--- src/sv/lpmr_pkg.sv ---
// Shared constants, codes and controller/datapath interface types for the message ring.
package lpmr_pkg;

    localparam int RING_DEPTH = 1024;
    localparam int ADDR_W     = $clog2(RING_DEPTH);
    localparam int MAX_MSG    = 64;
    localparam int HDR_BYTES  = 4;
    localparam int CNT_MAX    = 255;

    localparam int OP_W     = 2;
    localparam int LEN_W    = 7;
    localparam int BYTE_W   = 8;
    localparam int STS_W    = 2;
    localparam int FILL_W   = 10;
    localparam int CNT_W    = 8;
    localparam int SUM_W    = ADDR_W + 8;

    localparam int S_DATA_W = 16;
    localparam int S_USER_W = 2;
    localparam int M_DATA_W = 32;
    localparam int M_USER_W = 3;

    localparam logic [OP_W-1:0] OP_START = 2'd0;
    localparam logic [OP_W-1:0] OP_PUSH  = 2'd1;
    localparam logic [OP_W-1:0] OP_GET   = 2'd2;
    localparam logic [OP_W-1:0] OP_NOP   = 2'd3;

    localparam logic [STS_W-1:0] STS_OK      = 2'd0;
    localparam logic [STS_W-1:0] STS_NOSPACE = 2'd1;
    localparam logic [STS_W-1:0] STS_OPEN    = 2'd2;
    localparam logic [STS_W-1:0] STS_EMPTY   = 2'd3;

    typedef struct packed {
        logic exec_simple;  // start, push or no-op taken this cycle
        logic get_empty;    // get with nothing held
        logic get_start;    // get: read header byte
        logic hdr_load;     // header byte is in the read register
        logic byte_emit;    // send one message byte
        logic zero_emit;    // send the zero-length marker
    } t_cmd;

    typedef struct packed {
        logic out_free;     // output register can take a result
        logic msg_none;     // no complete message held
        logic hdr_zero;     // header read gives length zero
        logic rd_last;      // one byte left in the running get
    } t_stat;

endpackage

--- src/sv/lpmr_ctrl.sv ---
// Controller state machine: request intake and get sequencing.
module lpmr_ctrl (
    input  logic                   i_clk,
    input  logic                   i_rst_n,
    input  logic                   i_s_tvalid,
    output logic                   o_s_tready,
    input  logic [lpmr_pkg::OP_W-1:0] i_op,
    input  lpmr_pkg::t_stat        i_stat,
    output lpmr_pkg::t_cmd         o_cmd
);
    import lpmr_pkg::*;

    typedef enum logic [3:0] {
        S_IDLE = 4'b0001,
        S_HDR  = 4'b0010,
        S_BYTE = 4'b0100,
        S_ZERO = 4'b1000
    } t_state;

    t_state r_state, n_state;
    logic   w_accept;

    assign o_s_tready = (r_state == S_IDLE) && i_stat.out_free;
    assign w_accept   = i_s_tvalid && o_s_tready;

    always_comb begin
        n_state = r_state;
        o_cmd   = '0;
        unique case (r_state)
            S_IDLE: begin
                if (w_accept) begin
                    if (i_op == OP_GET) begin
                        if (i_stat.msg_none) begin
                            o_cmd.get_empty = 1'b1;
                        end else begin
                            o_cmd.get_start = 1'b1;
                            n_state         = S_HDR;
                        end
                    end else begin
                        o_cmd.exec_simple = 1'b1;
                    end
                end
            end
            S_HDR: begin
                o_cmd.hdr_load = 1'b1;
                n_state        = i_stat.hdr_zero ? S_ZERO : S_BYTE;
            end
            S_BYTE: begin
                if (i_stat.out_free) begin
                    o_cmd.byte_emit = 1'b1;
                    if (i_stat.rd_last) begin
                        n_state = S_IDLE;
                    end
                end
            end
            S_ZERO: begin
                if (i_stat.out_free) begin
                    o_cmd.zero_emit = 1'b1;
                    n_state         = S_IDLE;
                end
            end
            default: begin
                n_state = S_IDLE;
            end
        endcase
    end

    always_ff @(posedge i_clk) begin
        if (!i_rst_n) begin
            r_state <= S_IDLE;
        end else begin
            r_state <= n_state;
        end
    end

endmodule

--- config.mk ---
export PLATFORM = sky130hd
export DESIGN_NAME = lpmr_ctrl
export DESIGN_NICKNAME = d
export VERILOG_FILES = /design/src/sv/lpmr_pkg.sv /design/src/sv/lpmr_ctrl.sv
export SDC_FILE = /design/constraint.sdc
export NUM_CORES = 1
export LEC_CHECK = 0
export BUFFER_PORTS_ARGS = -buffer_cell sky130_fd_sc_hd__buf_4
export CORE_AREA = 2 2 39 41
export DETAILED_ROUTE_END_ITERATION = 8
export DIE_AREA = 0 0 41 43
export PLACE_DENSITY = 0.53
export RECOVER_POWER = 100
export SYNTH_ARGS = -nofsm -noshare
export SYNTH_HDL_FRONTEND = slang
export SYNTH_SLANG_ARGS = --single-unit
--- constraint.sdc ---
create_clock -name i_clk -period 1.6 [get_ports i_clk]
set_input_delay 0.08 -clock i_clk [delete_from_list [all_inputs] [get_ports i_clk]]
set_output_delay 0.08 -clock i_clk [all_outputs]
set_load 0.01 [all_outputs]
# After elaboration in Yosys (flattened, before gate mapping)
# Index checks and enable logic that the tools add are counted.
# W data, S select, Z words.
[totals]
register_bits = 4
in_bits = 9
elab_cells = 33
[op_classes]
n_eq_ne = 11
n_mux = 18
reduce_logical = 3
[ops]
columns = ["operator", "count"]
rows = [
  ["$mux W4", 7],
  ["$pmux W4 S4", 1],
  ["$ne A2 B2 Y1 const B", 5],
  ["$mux W1", 7],
  ["$mux W3", 2],
  ["$reduce_and A6 Y1", 1],
  ["$eq A4 B1 Y1 const B", 1],
  ["$eq A4 B2 Y1 const B", 1],
  ["$eq A4 B3 Y1 const B", 1],
  ["$eq A4 B4 Y1 const B", 1],
  ["$eq A2 B2 Y1 const B", 1],
  ["$logic_and A1 B1 Y1", 2],
  ["$mux W2", 1],
  ["$ne A2 B1 Y1 const B", 1],
]

# Logic depth before layout (Yosys ltp)
[depth]
ltp_word = 5
depth_mapped = 4
depth_no_buf = 3

# Worst setup path before layout
# OpenSTA, ideal clock, no wires.
[synth_path]
path_kind = "register to register"
startpoint = "register r_state[2]"
endpoint = "register r_state[3]"
setup_time_ps = 101
arrival_ps = 1250
required_ps = 1499
slack_ps = 249
stages_incl_launch_ff = 5
n_path_buf = 1
path_cell_list = "dfxtp_1 > buf_6 > nor4b_1 > nand3_1 > o41ai_1"
[synth_between]
elab_chain_len = 5
elab_cells_between_ends = 14
[synth_lines]
columns = ["item", "line", "text"]
rows = [
  ["start: declaration", "lpmr_ctrl.sv:20", "t_state r_state, n_state;"],
  ["start signal: assignment", "lpmr_ctrl.sv:72", "r_state <= n_state;"],
  ["$eq A4 B1 Y1", "lpmr_ctrl.sv:23, lpmr_ctrl.sv:29", ""],
  ["$logic_and A1 B1 Y1", "lpmr_ctrl.sv:23", "assign o_s_tready = (r_state == S_IDLE) && i_stat.out_free;"],
  ["$logic_and A1 B1 Y1", "lpmr_ctrl.sv:24", "assign w_accept = i_s_tvalid && o_s_tready;"],
  ["$ne A2 B2 Y1 (no source line)", "--", ""],
  ["$reduce_and A6 Y1 (no source line)", "--", ""],
]
# Several ways; a longest one is shown, not always the timed one.
# A chain may end at the register's enable or synchronous reset.

==> results.txt <==
The combined buffer and inverter count along the critical path is 1. The internal portion of the total power is 0.205 mW. The synthesized instance count is 35.

Setup violations remaining at the end of the flow were counted as 0. In the post-synthesis netlist, the cell with the most instances is nor2_1. The die is 41 um wide.

The number of flip-flops in the largest register came out at 4. Detailed placement ended at an HPWL of 528 um. The critical path endpoint category is an output pin. The fraction of power consumed by the clock network is 0.462. The die area is 0.00176 sq mm. The number of sinks handled by clock tree synthesis came out at 4.

By count the netlist is led by nor2_1, dfxtp_1, inv_1, nand2_1. Ranked by total cell area, the synthesized netlist is headed by dfxtp_1, nor4b_4, nor2_1. The switching power summed over all nets is 0.0534 mW. The worst clock skew is 2.53 ps. Counting flops and latches in the post-synthesis netlist gives 4. The sequential-to-total area share from yosys stat came out at 0.282. The floorplan step set the die height to 43 um. The cell count after placement is 65. The placeable core area is 0.00138 sq mm. The critical-path maximum fanout came out at 9. The final global-route overflow total is 0. The iteration-0 DRC count of the detailed router came out at 0.

The switching fraction of total power is 0.207. The cell family contributing the most delay on the critical path is simple AND/OR/NAND/NOR gates. The final-report hold violation count is 0. The proportion of register bits with asynchronous set or reset after synthesis came out at 0. STA classifies the critical path startpoint as a flop.

TritonCTS built the clock tree. The most used flip-flop cell after synthesis is dfxtp_1. The data required time of the worst path is 1520 ps. The area taken by flip-flops and latches is 80.1 sq um. Each instance of the synthesized netlist takes up on average 8.11 sq um.

The worst hold path belongs to the class input port to flop. The final antenna-violating net count came out at 0. The post-synth design cell area came out at 284 sq um. The synthesized netlist net count came out at 44. The critical path is of the flop to output pin type.

In this run, synthesis inferred 0 flip-flops with an integrated enable. Max-cap violations in this run came to 0. Counting along the longest clock path gives a buffer depth of 2. The via count of the first global-routing pass came out at 284. The count of buffers inserted at the top-level ports is 15.

The total via count in the routed design came out at 303. Of the total power, registers draw 0.393. The transition time at the pin with the least slew margin came out at 478 ps.

The count of filler cells inserted in the layout came out at 162. More flip-flops sit in one register than any other, and that register is r_state. The minimum hold slack is 35.0 ps. The clock transition at the registers of the reported paths came out at 40 ps.

The count of distinct cell types in the synthesized netlist is 21. The power density normalized to cell area is 631 mW/mm^2. Setup repair after global routing left no endpoint under its margin. The area share of the largest cell type after synthesis is 0.282. The total global-route track usage is 0.0913. The post-detailed-routing wire length came out at 645 um. The count of instances resized after the clock tree is built came out at 0. The starting utilization of the core area is 0.205. The relative slew slack came out at 0.677.

The total number of placement rows is 14. The number of antenna violations at the first check in global routing came out at 0. The residual DRC count is 0. The number of H-tree branching levels came out at 1. The run finished with clean final reports. The post-CTS setup-driven buffer insertion count came out at 0. The critical path goes through nor4b_4 -> nand4_2 -> nor2_1 -> buf_4. The first-pass GRT wire length came out at 1080 um. The leakage power figure came out at 0.170 nW.

Of the cells placed in the final design, the portion with a size suffix greater than 1 is 0.308. The slowest stage of the critical path is the dfxtp_1 cell. The setup TNS after final layout came out at 0 ps.

The number of nets at the end of the flow is 63. The share of the clock period used by the worst path after layout came out at 0.936. For this run, the detailed router's first-pass iteration total came to 1. The total clock buffers created by CTS is 3. The routability congestion estimate is 0.675. After the flow finishes, the layout carries non-filler instances totaling 68. The final max-slew violation count came to 0. The count of pins on the block boundary is 16. The post-route minimum period came out at 1500 ps. The number of warnings issued by yosys came out at 0. The largest registers in the layout are r_state x4. The highest cell delay on the worst timing path is 390 ps. The combined area of the multi-input logic cells came out at 178 sq um. The clock latency of the later-clocked register in the worst-skew pair is 230 ps. The share of power burned in combinational logic is 0.145.

The timing-limited maximum frequency came out at 668 MHz. The cell sitting at the root of the clock tree is a clkbuf_4. The count of inserted antenna diode cells is 0. The largest vdd supply drop is 243 uV. The fraction of the core area covered by cells at the end of the flow is 0.296. For this design, the CTS-stage hold fixing added 0 buffers.

The worst path arrival time came out at 1420 ps. Of all cell types, the one taking the most synthesized area is dfxtp_1. The detailed-route vias per instance came out at 4.46. The pin count of the biggest net entering global routing came out at 10. The mean routed wirelength per cell came out at 9.49 um.

The area growth from synthesis to layout is 44.1%.
==> per-layer routing <==
layer / up-vias / share of wire / global-route usage
met3: 0 / 0.051 / 0.0157
met4: 0 / 0 / 0.0800
li1: 161 / - / -
met2: 4 / 0.52 / 0.128
met5: - / 0 / 0
met1: 138 / 0.42 / 0.112
==> worst paths after layout <==
path	start	to	slack, ps	cells past startpoint
worst max-delay path	r_state[2]$_SDFFE_PN0P_	o_cmd[4]	100	4
worst min-delay path	i_stat[2]	r_state[1]$_SDFFE_PN0P_	40	2
worst max register to register	r_state[2]$_SDFFE_PN0P_	r_state[0]$_SDFFE_PN1P_	200	3
worst min register to register	r_state[1]$_SDFFE_PN0P_	r_state[1]$_SDFFE_PN0P_	580	1
==> final cells by class <==
class | instances | area share
Multi-Input combinational cell | 26 | 0.434
Timing Repair Buffer | 15 | 0.229
Sequential cell | 4 | 0.196
Tap cell | 16 | 0.0489
Clock buffer | 3 | 0.0550
Inverter | 4 | 0.0367
==> power by group through the flow <==
stage               combinational [mW]  sequential (mW)  clock, mW
detailed placement              0.0400            0.103          0
floorplan                       0.0138            0.103          0
CTS                             0.0401            0.102      0.127
global route                    0.0414            0.102      0.130
finish                          0.0374            0.102      0.119
global placement                0.0405            0.103          0
==> metrics by stage <==
stage          setup WS [ps]  total power [mW]  cell area [sq um]
3_3_place_gp             220             0.144                405
5_1_grt                 3.72             0.273                409
3_5_place_dp             199             0.143                405
4_1_cts                 93.3             0.269                428
2_1_floorplan            249             0.117                284
6_report                 103             0.258                409
==> cells by family (layout without fill, tap and decap cells) <==
family,count (synthesis),count (layout),synth area share
flip-flops,4,4,0.282
buffers and inverters,5,22,0.0925
AO/OA/AOI/OAI,6,6,0.159
AND/OR/NAND/NOR,20,20,0.467
==> cells in the final DEF, fill, tap and decap left out, drive strengths merged <==
cell type	n
nor4b	2
nor2b	1
a211oi	1
buf	10
clkbuf	8
nand3b	1
nand2	3
nand4	1
nor4	1
a21oi	1
nand3	2
o21ai	1
o32a	1
inv	4
and2	1
o41ai	1
a32oi	1
nor3	1
dfxtp	4
nor2	5
nor3b	2
Note: power is estimated with default switching activity, not from simulation.
